## src/hw/rtl/rs_pkg.sv

```systemverilog
`default_nettype none

package rs_pkg;

  localparam int unsigned WORD_W = 32;
  localparam int unsigned ITEM_COUNT_W = 5;

  localparam logic [1:0] REQ_PUSH    = 2'd0;
  localparam logic [1:0] REQ_POP     = 2'd1;
  localparam logic [1:0] REQ_REVERSE = 2'd2;

  localparam logic signed [WORD_W-1:0] EMPTY_WORD = 32'sh8000_0000;

  typedef struct packed {
    logic [1:0]               req_type;
    logic signed [WORD_W-1:0] push_value;
  } req_t;

  typedef struct packed {
    logic signed [WORD_W-1:0] top_value;
    logic                     is_empty;
    logic [ITEM_COUNT_W-1:0]  item_count;
    logic                     overflow;
  } rsp_t;

  // Result info carried alongside the memory read.
  typedef struct packed {
    logic                     valid;
    logic                     bypass;
    logic                     is_empty;
    logic [ITEM_COUNT_W-1:0]  item_count;
    logic                     overflow;
    logic signed [WORD_W-1:0] push_value;
  } stage_t;

endpackage

`default_nettype wire

```

## src/hw/rtl/rs_mem.sv

```systemverilog
`default_nettype none

module rs_mem #(
  parameter int unsigned DEPTH = 16,
  parameter int unsigned ADDR_W = 4
) (
  input  wire logic                          clk,
  input  wire logic                          en,
  input  wire logic                          we,
  input  wire logic [ADDR_W-1:0]             addr,
  input  wire logic [rs_pkg::WORD_W-1:0]     wdata,
  output logic      [rs_pkg::WORD_W-1:0]     rdata
);

  logic [rs_pkg::WORD_W-1:0] mem [DEPTH];

  always_ff @(posedge clk) begin
    if (en) begin
      if (we) begin
        mem[addr] <= wdata;
      end
      rdata <= mem[addr];
    end
  end

endmodule

`default_nettype wire

```

## src/hw/rtl/rs_ctrl.sv

```systemverilog
`default_nettype none

module rs_ctrl #(
  parameter int unsigned DEPTH = 16,
  parameter int unsigned SLOT_W = 4,
  parameter int unsigned CNT_W = 5
) (
  input  wire logic                      clk,
  input  wire logic                      rst,
  input  wire logic                      accept,
  input  wire rs_pkg::req_t              req,
  output logic                           mem_en,
  output logic                           mem_we,
  output logic [SLOT_W-1:0]              mem_addr,
  output logic [rs_pkg::WORD_W-1:0]      mem_wdata,
  output rs_pkg::stage_t                 stage
);

  localparam logic [SLOT_W:0] DEPTH_X = (SLOT_W+1)'(DEPTH);
  localparam logic [CNT_W-1:0] DEPTH_C = CNT_W'(DEPTH);

  logic [CNT_W-1:0]  count, count_next;
  logic [SLOT_W-1:0] base_slot, base_slot_next;
  logic              grow_down, grow_down_next;

  logic [CNT_W-1:0]  pos_c;
  logic [SLOT_W:0]   pos_x;
  logic [SLOT_W:0]   base_x;
  logic [SLOT_W:0]   up_sum;
  logic [SLOT_W:0]   dn_diff;
  logic [SLOT_W-1:0] slot;
  logic              full;
  logic              nonempty;
  logic              push_ok;
  logic              ovf;

  assign full     = (count == DEPTH_C);
  assign nonempty = (count != '0);
  assign push_ok  = (req.req_type == rs_pkg::REQ_PUSH) && !full;
  assign ovf      = (req.req_type == rs_pkg::REQ_PUSH) && full;

  always_comb begin
    case (req.req_type)
      rs_pkg::REQ_PUSH: pos_c = full ? count - CNT_W'(1) : count;
      rs_pkg::REQ_POP:  pos_c = count - CNT_W'(2);
      default:          pos_c = count - CNT_W'(1);
    endcase
  end

  // Slot of position pos from the bottom, wrapping modulo DEPTH.
  assign pos_x   = {1'b0, pos_c[SLOT_W-1:0]};
  assign base_x  = {1'b0, base_slot};
  assign up_sum  = base_x + pos_x;
  assign dn_diff = (base_x >= pos_x) ? base_x - pos_x : base_x + DEPTH_X - pos_x;

  always_comb begin
    if (grow_down) begin
      slot = dn_diff[SLOT_W-1:0];
    end else if (up_sum >= DEPTH_X) begin
      slot = SLOT_W'(up_sum - DEPTH_X);
    end else begin
      slot = up_sum[SLOT_W-1:0];
    end
  end

  always_comb begin
    count_next     = count;
    base_slot_next = base_slot;
    grow_down_next = grow_down;
    mem_addr       = slot;
    case (req.req_type)
      rs_pkg::REQ_PUSH: begin
        if (push_ok) begin
          count_next = count + CNT_W'(1);
        end
      end
      rs_pkg::REQ_POP: begin
        if (nonempty) begin
          count_next = count - CNT_W'(1);
        end
      end
      rs_pkg::REQ_REVERSE: begin
        if (nonempty) begin
          base_slot_next = slot;
          grow_down_next = !grow_down;
          mem_addr       = base_slot;
        end
      end
      default: begin
      end
    endcase
  end

  assign mem_en    = accept;
  assign mem_we    = accept && push_ok;
  assign mem_wdata = req.push_value;

  always_ff @(posedge clk) begin
    if (rst) begin
      count       <= '0;
      base_slot   <= '0;
      grow_down   <= 1'b0;
      stage.valid <= 1'b0;
    end else begin
      stage.valid <= accept;
      if (accept) begin
        count     <= count_next;
        base_slot <= base_slot_next;
        grow_down <= grow_down_next;
      end
    end
    if (accept) begin
      stage.bypass     <= push_ok;
      stage.is_empty   <= (count_next == '0);
      stage.item_count <= rs_pkg::ITEM_COUNT_W'(count_next);
      stage.overflow   <= ovf;
      stage.push_value <= req.push_value;
    end
  end

  a_count_bound: assert property (@(posedge clk) disable iff (rst)
    count <= DEPTH_C)
    else $error("stack count above depth");

  a_ovf_full: assert property (@(posedge clk) disable iff (rst)
    accept && ovf |=> count == DEPTH_C && stage.overflow)
    else $error("overflow without full stack");

  a_pop_dec: assert property (@(posedge clk) disable iff (rst)
    accept && req.req_type == rs_pkg::REQ_POP && nonempty
      |=> count == $past(count) - CNT_W'(1))
    else $error("pop did not decrement count");

  a_rev_keep: assert property (@(posedge clk) disable iff (rst)
    accept && req.req_type == rs_pkg::REQ_REVERSE |=> $stable(count))
    else $error("reverse changed count");

endmodule

`default_nettype wire

```

## src/hw/rtl/reversible_stack_core.sv

```systemverilog
`default_nettype none

// Result path: the stage register and the store read are loaded at the edge that
// takes start, and done and rsp are then registered from them.
// Throughput: one item per cycle whenever busy is low; the pointer update and the
// single-port store read of the new top both finish at the accepting edge.
// Reset (rst, synchronous): stack empties, grows upward, busy high during reset.
// Results cannot be held off by the receiver; each is shown for one cycle.
module reversible_stack_core #(
  parameter int unsigned DEPTH = 16
) (
  input  wire logic          clk,
  input  wire logic          rst,
  input  wire logic          start,
  output logic               busy,
  input  wire rs_pkg::req_t  req,
  output logic               done,
  output rs_pkg::rsp_t       rsp
);

  localparam int unsigned SLOT_W = (DEPTH > 1) ? $clog2(DEPTH) : 1;
  localparam int unsigned CNT_W  = $clog2(DEPTH + 1);

  logic                          accept;
  logic                          mem_en;
  logic                          mem_we;
  logic [SLOT_W-1:0]             mem_addr;
  logic [rs_pkg::WORD_W-1:0]     mem_wdata;
  logic [rs_pkg::WORD_W-1:0]     mem_rdata;
  rs_pkg::stage_t                stage;
  rs_pkg::rsp_t                  rsp_next;

  assign busy   = rst;
  assign accept = start && !busy;

  rs_ctrl #(
    .DEPTH  (DEPTH),
    .SLOT_W (SLOT_W),
    .CNT_W  (CNT_W)
  ) u_ctrl (
    .clk       (clk),
    .rst       (rst),
    .accept    (accept),
    .req       (req),
    .mem_en    (mem_en),
    .mem_we    (mem_we),
    .mem_addr  (mem_addr),
    .mem_wdata (mem_wdata),
    .stage     (stage)
  );

  rs_mem #(
    .DEPTH  (DEPTH),
    .ADDR_W (SLOT_W)
  ) u_mem (
    .clk   (clk),
    .en    (mem_en),
    .we    (mem_we),
    .addr  (mem_addr),
    .wdata (mem_wdata),
    .rdata (mem_rdata)
  );

  always_comb begin
    rsp_next.is_empty   = stage.is_empty;
    rsp_next.item_count = stage.item_count;
    rsp_next.overflow   = stage.overflow;
    if (stage.is_empty) begin
      rsp_next.top_value = rs_pkg::EMPTY_WORD;
    end else if (stage.bypass) begin
      rsp_next.top_value = stage.push_value;
    end else begin
      rsp_next.top_value = mem_rdata;
    end
  end

  always_ff @(posedge clk) begin
    if (rst) begin
      done <= 1'b0;
    end else begin
      done <= stage.valid;
    end
  end

  always_ff @(posedge clk) begin
    if (stage.valid) begin
      rsp <= rsp_next;
    end
  end

  a_done_follows: assert property (@(posedge clk) disable iff (rst)
    stage.valid |=> done)
    else $error("result lost");

  a_done_source: assert property (@(posedge clk) disable iff (rst)
    done |-> $past(stage.valid))
    else $error("spurious result");

  a_empty_word: assert property (@(posedge clk) disable iff (rst)
    done && rsp.is_empty |-> rsp.top_value == rs_pkg::EMPTY_WORD)
    else $error("empty stack shows a top word");

endmodule

`default_nettype wire
```

## config.mk

```make
export PLATFORM = sky130hd
export DESIGN_NAME = reversible_stack_core
export DESIGN_NICKNAME = d
export VERILOG_FILES = /design/src/hw/rtl/rs_pkg.sv /design/src/hw/rtl/rs_mem.sv /design/src/hw/rtl/rs_ctrl.sv /design/src/hw/rtl/reversible_stack_core.sv
export SDC_FILE = /design/constraint.sdc
export NUM_CORES = 1
export LEC_CHECK = 0
export ABC_AREA = 1
export BUFFER_PORTS_ARGS = -buffer_cell sky130_fd_sc_hd__buf_4
export CORE_MARGIN = 2
export CORE_UTILIZATION = 48
export DETAILED_ROUTE_END_ITERATION = 12
export PLACE_DENSITY = 0.66
export SYNTH_ARGS = -nofsm -noshare
export SYNTH_HDL_FRONTEND = slang
export SYNTH_SLANG_ARGS = --single-unit
```

## constraint.sdc

```tcl
create_clock -name clk -period 4.9 [get_ports clk]
set_input_delay 0.49 -clock clk [delete_from_list [all_inputs] [get_ports clk]]
set_output_delay 0.49 -clock clk [all_outputs]
set_load 0.01 [all_outputs]
```

==> results of run 1 <==
## registers in the layout, indices dropped and copies added, names as in the netlist
register          flops
u_ctrl.grow_down      1
u_ctrl.base_slot      4
done                  1
u_ctrl.stage         41
rsp                  39
u_ctrl.count          5
u_mem.mem           512
u_mem.rdata          32
## cell families (layout without fill, tap and decap cells)
group           count (synthesis)  count (layout)  share of synthesized area
flops                         635             635                      0.700
mux                             1               1                   0.000370
fa+ha+maj                      14              14                    0.00703
simple gates                 1607            1608                      0.238
buf+inv                       181             285                     0.0374
xor+xnor                        5               5                    0.00162
compound gates                 75              75                     0.0151
## final cells by class
cell class	count	area [sq um]	area share
Tap cell	756	946	0.0309
Multi-Input combinational cell	1703	7300	0.239
Clock buffer	77	1620	0.0529
Clock inverter	38	539	0.0176
Inverter	37	141	0.00462
Timing Repair Buffer	133	1080	0.0353
Sequential cell	635	18900	0.620
## power groups by stage
stage	registers, mW	logic [mW]	clock network, mW
2_1_floorplan	6.28	1.56	0
3_3_place_gp	6.28	2.21	0
3_5_place_dp	6.28	2.23	0
4_1_cts	6.16	2.24	5.13
5_1_grt	6.17	2.54	5.33
6_report	6.16	2.26	5.07
## layer usage
layer  part of all wire  global-route usage
met5                  0                   0
met4              0.030              0.0889
met3              0.074              0.0354
met2               0.48               0.403
met1               0.42               0.327
## worst register-to-register path, stage by stage (launching register included)
cell and delay [ps]:
dfxtp_1 350, inv_1 160, ha_1 260, nand3_2 150
nand2_1 210, nor2_1 70, a21oi_1 160, o21a_1 180
ha_1 200, inv_1 70, fa_1 380, o21ai_0 230
xor2_1 330, o21ai_4 90, inv_2 90, nand3_1 80
buf_4 200, nor2_4 850, buf_8 250
## cell usage in the layout, fill, tap and decap left out, types with 14 or more instances in the layout
master and n:
nor2_4 19, nor2_1 76, edfxtp_1 623, o21ai_0 52, nand2_1 1225, nand3_1 272, clkbuf_1 14, clkbuf_16 62
inv_1 32, buf_4 123
## through the flow
step	area (sq um)	worst slack (ps)	utilization	hold slack, ps
2_1_floorplan	27100	236	-	400
3_3_place_gp	28400	308	0.506	405
3_5_place_dp	28400	235	0.506	411
4_1_cts	30500	168	0.545	79.5
5_1_grt	30600	3.95	0.545	99.2
6_report	30600	293	0.545	106
## worst paths after layout
check / from / to / slack, ps / cells after the start
worst min register to register: u_ctrl.stage[36] / rsp[4] / 420 / 0
worst min-delay path: rst / u_ctrl.stage[40] / 110 / 2
worst max register to register: u_ctrl.count[1] / u_mem.mem[6][24] / 290 / 18
worst max-delay path: u_ctrl.count[1] / u_mem.mem[6][24] / 290 / 18
==> metrics, run 1 <==
Seq cells post-synth roughly 640; Tcrit/Tclk final 0.940; Synth top area share 0.691; largest stage delay on the critical path 850 ps; initial drt markers 1716; family with the most delay on the worst path simple AND/OR/NAND/NOR gates; Worst-Margin Slew 1230 ps; Layout Skew about 30 ps; core area about 0.056 sq mm; DP Wirelength ~37000 um; switching share of power 0.276; internal power 9.76 mW; CP arrival 4960 ps; vias per cell ~5.5; diodes inserted 0; TritonCTS buffer count 61; RSZ-0062 raised after global routing false; top post-synthesis cells by area edfxtp_1, nand2_1, nand3_1; post-route ant nets 0; power density over the cells 441 mW/mm^2; sw power 3.73 mW; Cell Chain, Critical Path inv_1 -> ha_1 -> nand3_2 -> nand2_1 -> nor2_1 -> a21oi_1 -> o21a_1 -> ha_1 -> inv_1 -> fa_1 -> o21ai_0 -> xor2_1 -> o21ai_4 -> inv_2 -> nand3_1 -> buf_4 -> nor2_4 -> buf_8; syn_area_per_cell about 11 sq um; Post-route DRC 0; Lkg Pwr 12.4 nW; CTS resizes 0; most common cell in the netlist nand2_1; CP max stage cell nor2_4; Worst setup SP type flop; Final Setup Violations 0; Seq/Total Area, Yosys 0.700; Tmin final 4610 ps; Post-synth top cells nand2_1, edfxtp_1, nand3_1; Max Root-Sink Buffers 3; Total GRT Usage 0.243; synthesis-to-finish area growth 12.9%; htree depth 2; Logic pwr share 0.168; Final Hold Fails 0; Final Non-Filler Cells 3379; cell row count 87; routed wire length 69500 um; Peak Freq 217 MHz; dpl cells 3263; maximum vdd drop about 0.31 mV; Congestion Overflow GR 0; die area 0.0583 sq mm; warnings from Yosys 0; Post-synth EDFFs between 600 and 700; number of global-route vias before repair 18100; status finished clean; CP required 5250 ps; Post-CTS Setup Bufs 0; sequential cell fraction of total power 0.457; Vias 18400; Initial Utilization 0.483; Final Slew Violations 0; Die Ht around 240 um; Crit Path Class flop to flop; Post-Syn Instances approximately 2500; largest net degree at the start of global routing 193; Root Buffer Master clkbuf_16; Overall Power ~13 mW; CP max FO 21; cell taking the most area after synthesis edfxtp_1; Sink Count between 600 and 700; port buffer count 77; filler cell count 4780; Critical path buffers and inverters 5; share of cells above drive strength 1 0.102; CTS tree done; Post-Syn Area 0.0271 sq mm; clk_lat worst skew 650 ps; Pre-antenna DRT Iters 5; Synth Flop Type edfxtp_1; Total Nets Final 2622; global-route wire length before repair 106000 um; wire per inst around 21 um; Rel. slew slack 0.182; fraction of registers with async set/reset 0; # Max-Cap Violations 0; # hold bufs at CTS 0; Clock Power Share 0.376; Cell variety after synth 35; initial antenna violation count 0; Fin Setup TNS 0 ps; io pins 78; Setup crit end kind flop; Syn Nets 2569; GP Congestion 0.843; clock-pin slew on the worst setup and hold paths 60 ps; Min-Delay Path Class input pin to flop; Die Wd 241 um
Power figures use the tool's default switching activity.
==> run 2, diff against run 1 <==
- PLACE_DENSITY: 0.66 -> not set
- clock period: 4.9 -> 5.7 ns (I/O delays scaled with it)
==> metrics, run 2 (synthesis gave the netlist of run 1 again) <==
status finished clean; crit path from u_ctrl.count[0]; DP Wirelength 36200 um (-1.3%); power density over the cells 375 mW/mm^2 (-15%); Tcrit/Tclk final 0.834 (-0.107); Vias 18200 (-1.5%); sw power 3.20 mW (-14%); Total GRT Usage 0.247 (+0.00409); Final Slew Violations 0 (unchanged); Total Nets Final 2619 (-0.11%); Tmin final 4750 ps (+144 ps); share of cells above drive strength 1 0.0971 (-0.00473); number of global-route vias before repair 17800 (-2.1%); CP max FO 37 (+76%); Final Hold Fails 0 (unchanged); dpl ws 1010 ps (+774 ps); io pins 78 (unchanged); Most flops, register u_mem.mem; maximum vdd drop 0.216 mV (-29%); Sink Count 635 (unchanged); post-route ant nets 0 (unchanged); Die Ht 241 um (unchanged); Setup crit end kind flop; Min-Delay Path Class input pin to flop; multi-input logic area 0.00729 sq mm (-0.14%); GP Congestion 0.885 (+5.0%); Die Wd 241 um (unchanged); FF-to-FF Start u_ctrl.count[0]; CTS resizes 0 (unchanged); port buffer count 77 (unchanged); RSZ-0062 raised after global routing false; CP arrival 5020 ps (+60 ps); initial drt markers 1667 (-2.9%); synthesis-to-finish area growth 12.7%; Lkg Pwr 12.3 nW (-0.56%); Peak Freq 210 MHz (-3.0%); Reg area 0.0189 sq mm (unchanged); setup slack, reg-to-reg 950 ps (+660 ps); grt met3 use 0.0356 (+0.000114); cell row count 87 (unchanged); Root Buffer Master clkbuf_16; most frequent cells in the layout nand2_1, edfxtp_1, nand3_1; Worst setup SP type flop; Largest register FFs 512 (unchanged); Pre-antenna DRT Iters 7 (+2); Post-route DRC 0 (unchanged); Max Root-Sink Buffers 3 (unchanged); clock-pin slew on the worst setup and hold paths 70 ps (about the same); CP required 5970 ps (+720 ps); wire per inst 20.9 um (+1.4%); Layout Skew 29.6 ps (-0.941 ps); htree depth 3 (+1); Final WS setup 949 ps (+656 ps); clk_lat worst skew 600 ps (-50 ps); # hold bufs at CTS 0 (unchanged); reg2reg end u_mem.mem[0][20]; Final Setup Violations 0 (unchanged); Logic pwr share 0.167 (about the same); Clock Power Share 0.370 (-0.006); switching share of power 0.280 (+0.00351); Initial Utilization 0.483 (unchanged); largest net degree at the start of global routing 141 (-27%); cell count of the worst reg-to-reg path 17 (-1); sequential cell fraction of total power 0.464 (+0.007); Worst-Margin Slew 1170 ps (-58.4 ps); routed wire length 70400 um (+1.3%); met2 Resource Use GR 0.414 (+0.0111); core area 0.0561 sq mm (unchanged); Rel. slew slack 0.219 (+0.0370); CTS tree done; Crit Path Class flop to flop; vias per cell 5.38 (-1.4%); internal power 8.24 mW (-16%); biggest regs u_mem.mem (512), u_ctrl.stage (41), rsp (39); TritonCTS buffer count 68 (+11%); # Max-Cap Violations 0 (unchanged); Congestion Overflow GR 0 (unchanged); filler cell count 4791 (+0.23%); die area 0.0583 sq mm (unchanged); layer with the highest usage met2; commonest non-fill, non-tap cell in the layout nand2_1; global-route wire length before repair 107000 um (+0.36%); initial antenna violation count 2 (+2); Fin Setup TNS 0 ps (unchanged); crit path capture u_mem.mem[0][20]; Post-CTS Setup Bufs 0 (unchanged); grt met1 use 0.331 (+0.00476)
run 2: cell types whose count changed in the layout (fill, tap and decap cells not counted), sizes merged:
cell and change:
clkbuf +11, buf -9, bufinv -9, diode +2
clkinvlp +1, inv +1, nor2 -1
run 2: metal layers:
layer / share of wire / routed length, um
met5: 0.00021 / 15
met4: 0.027 / 1910
met3: 0.065 / 4560
met2: 0.48 / 33900
met1: 0.43 / 30000
run 2: worst min-delay path by stage:
stage / from / end / slack, ps / cells past startpoint
3_5_place_dp: u_ctrl.stage[32] / rsp[0] / 400 / 0
3_3_place_gp: u_ctrl.stage[34] / rsp[2] / 410 / 0
2_1_floorplan: u_ctrl.stage[32] / rsp[0] / 400 / 0
6_report: rst / u_ctrl.stage[40] / 260 / 2
4_1_cts: rst / u_ctrl.stage[40] / 230 / 2
5_1_grt: rst / u_ctrl.stage[40] / 250 / 2
run 2: stage by stage:
step	power, mW	cell area (sq um)	instances	utilization	hold WS, ps
2_1_floorplan	6.75	27100	2518	-	400
3_3_place_gp	7.30	28400	3254	0.507	408
3_5_place_dp	7.31	28400	3254	0.507	405
4_1_cts	11.5	30500	3373	0.544	229
5_1_grt	11.9	30500	3374	0.544	250
6_report	11.4	30500	3375	0.544	264
run 2: area by class of cell:
cell class | instances | area share
clock inverter | 31 | 0.00832
clock buffer | 88 | 0.0603
tap | 756 | 0.0310
sequential | 635 | 0.621
timing repair buffer | 124 | 0.0358
multi-input combinational | 1702 | 0.239
antenna | 2 | 0.000164
inverter | 37 | 0.00463
run 2: worst max-delay path, cell delays in order, from the launching register on:
cell and delay (ps):
dfxtp_1 480, inv_1 130, ha_1 290, nand3_2 140, nand2_1 160, nor2_1 140, a21oi_1 70, o21a_1 140
ha_1 230, fa_1 420, nand2_1 70, o21ai_0 100, xor2_1 200, o21ai_4 160, buf_4 470, nand3_1 470
nor2_4 460, buf_12 290
run 2: power by group through the flow:
| stage | Sequential (mW) | Combinational (mW) | Clock [mW] |
|---|---|---|---|
| 5_1_grt | 5.31 | 2.14 | 4.47 |
| 3_5_place_dp | 5.40 | 1.91 | 0 |
| 6_report | 5.30 | 1.91 | 4.23 |
| 4_1_cts | 5.30 | 1.92 | 4.30 |
| 2_1_floorplan | 5.40 | 1.34 | 0 |
| 3_3_place_gp | 5.40 | 1.90 | 0 |
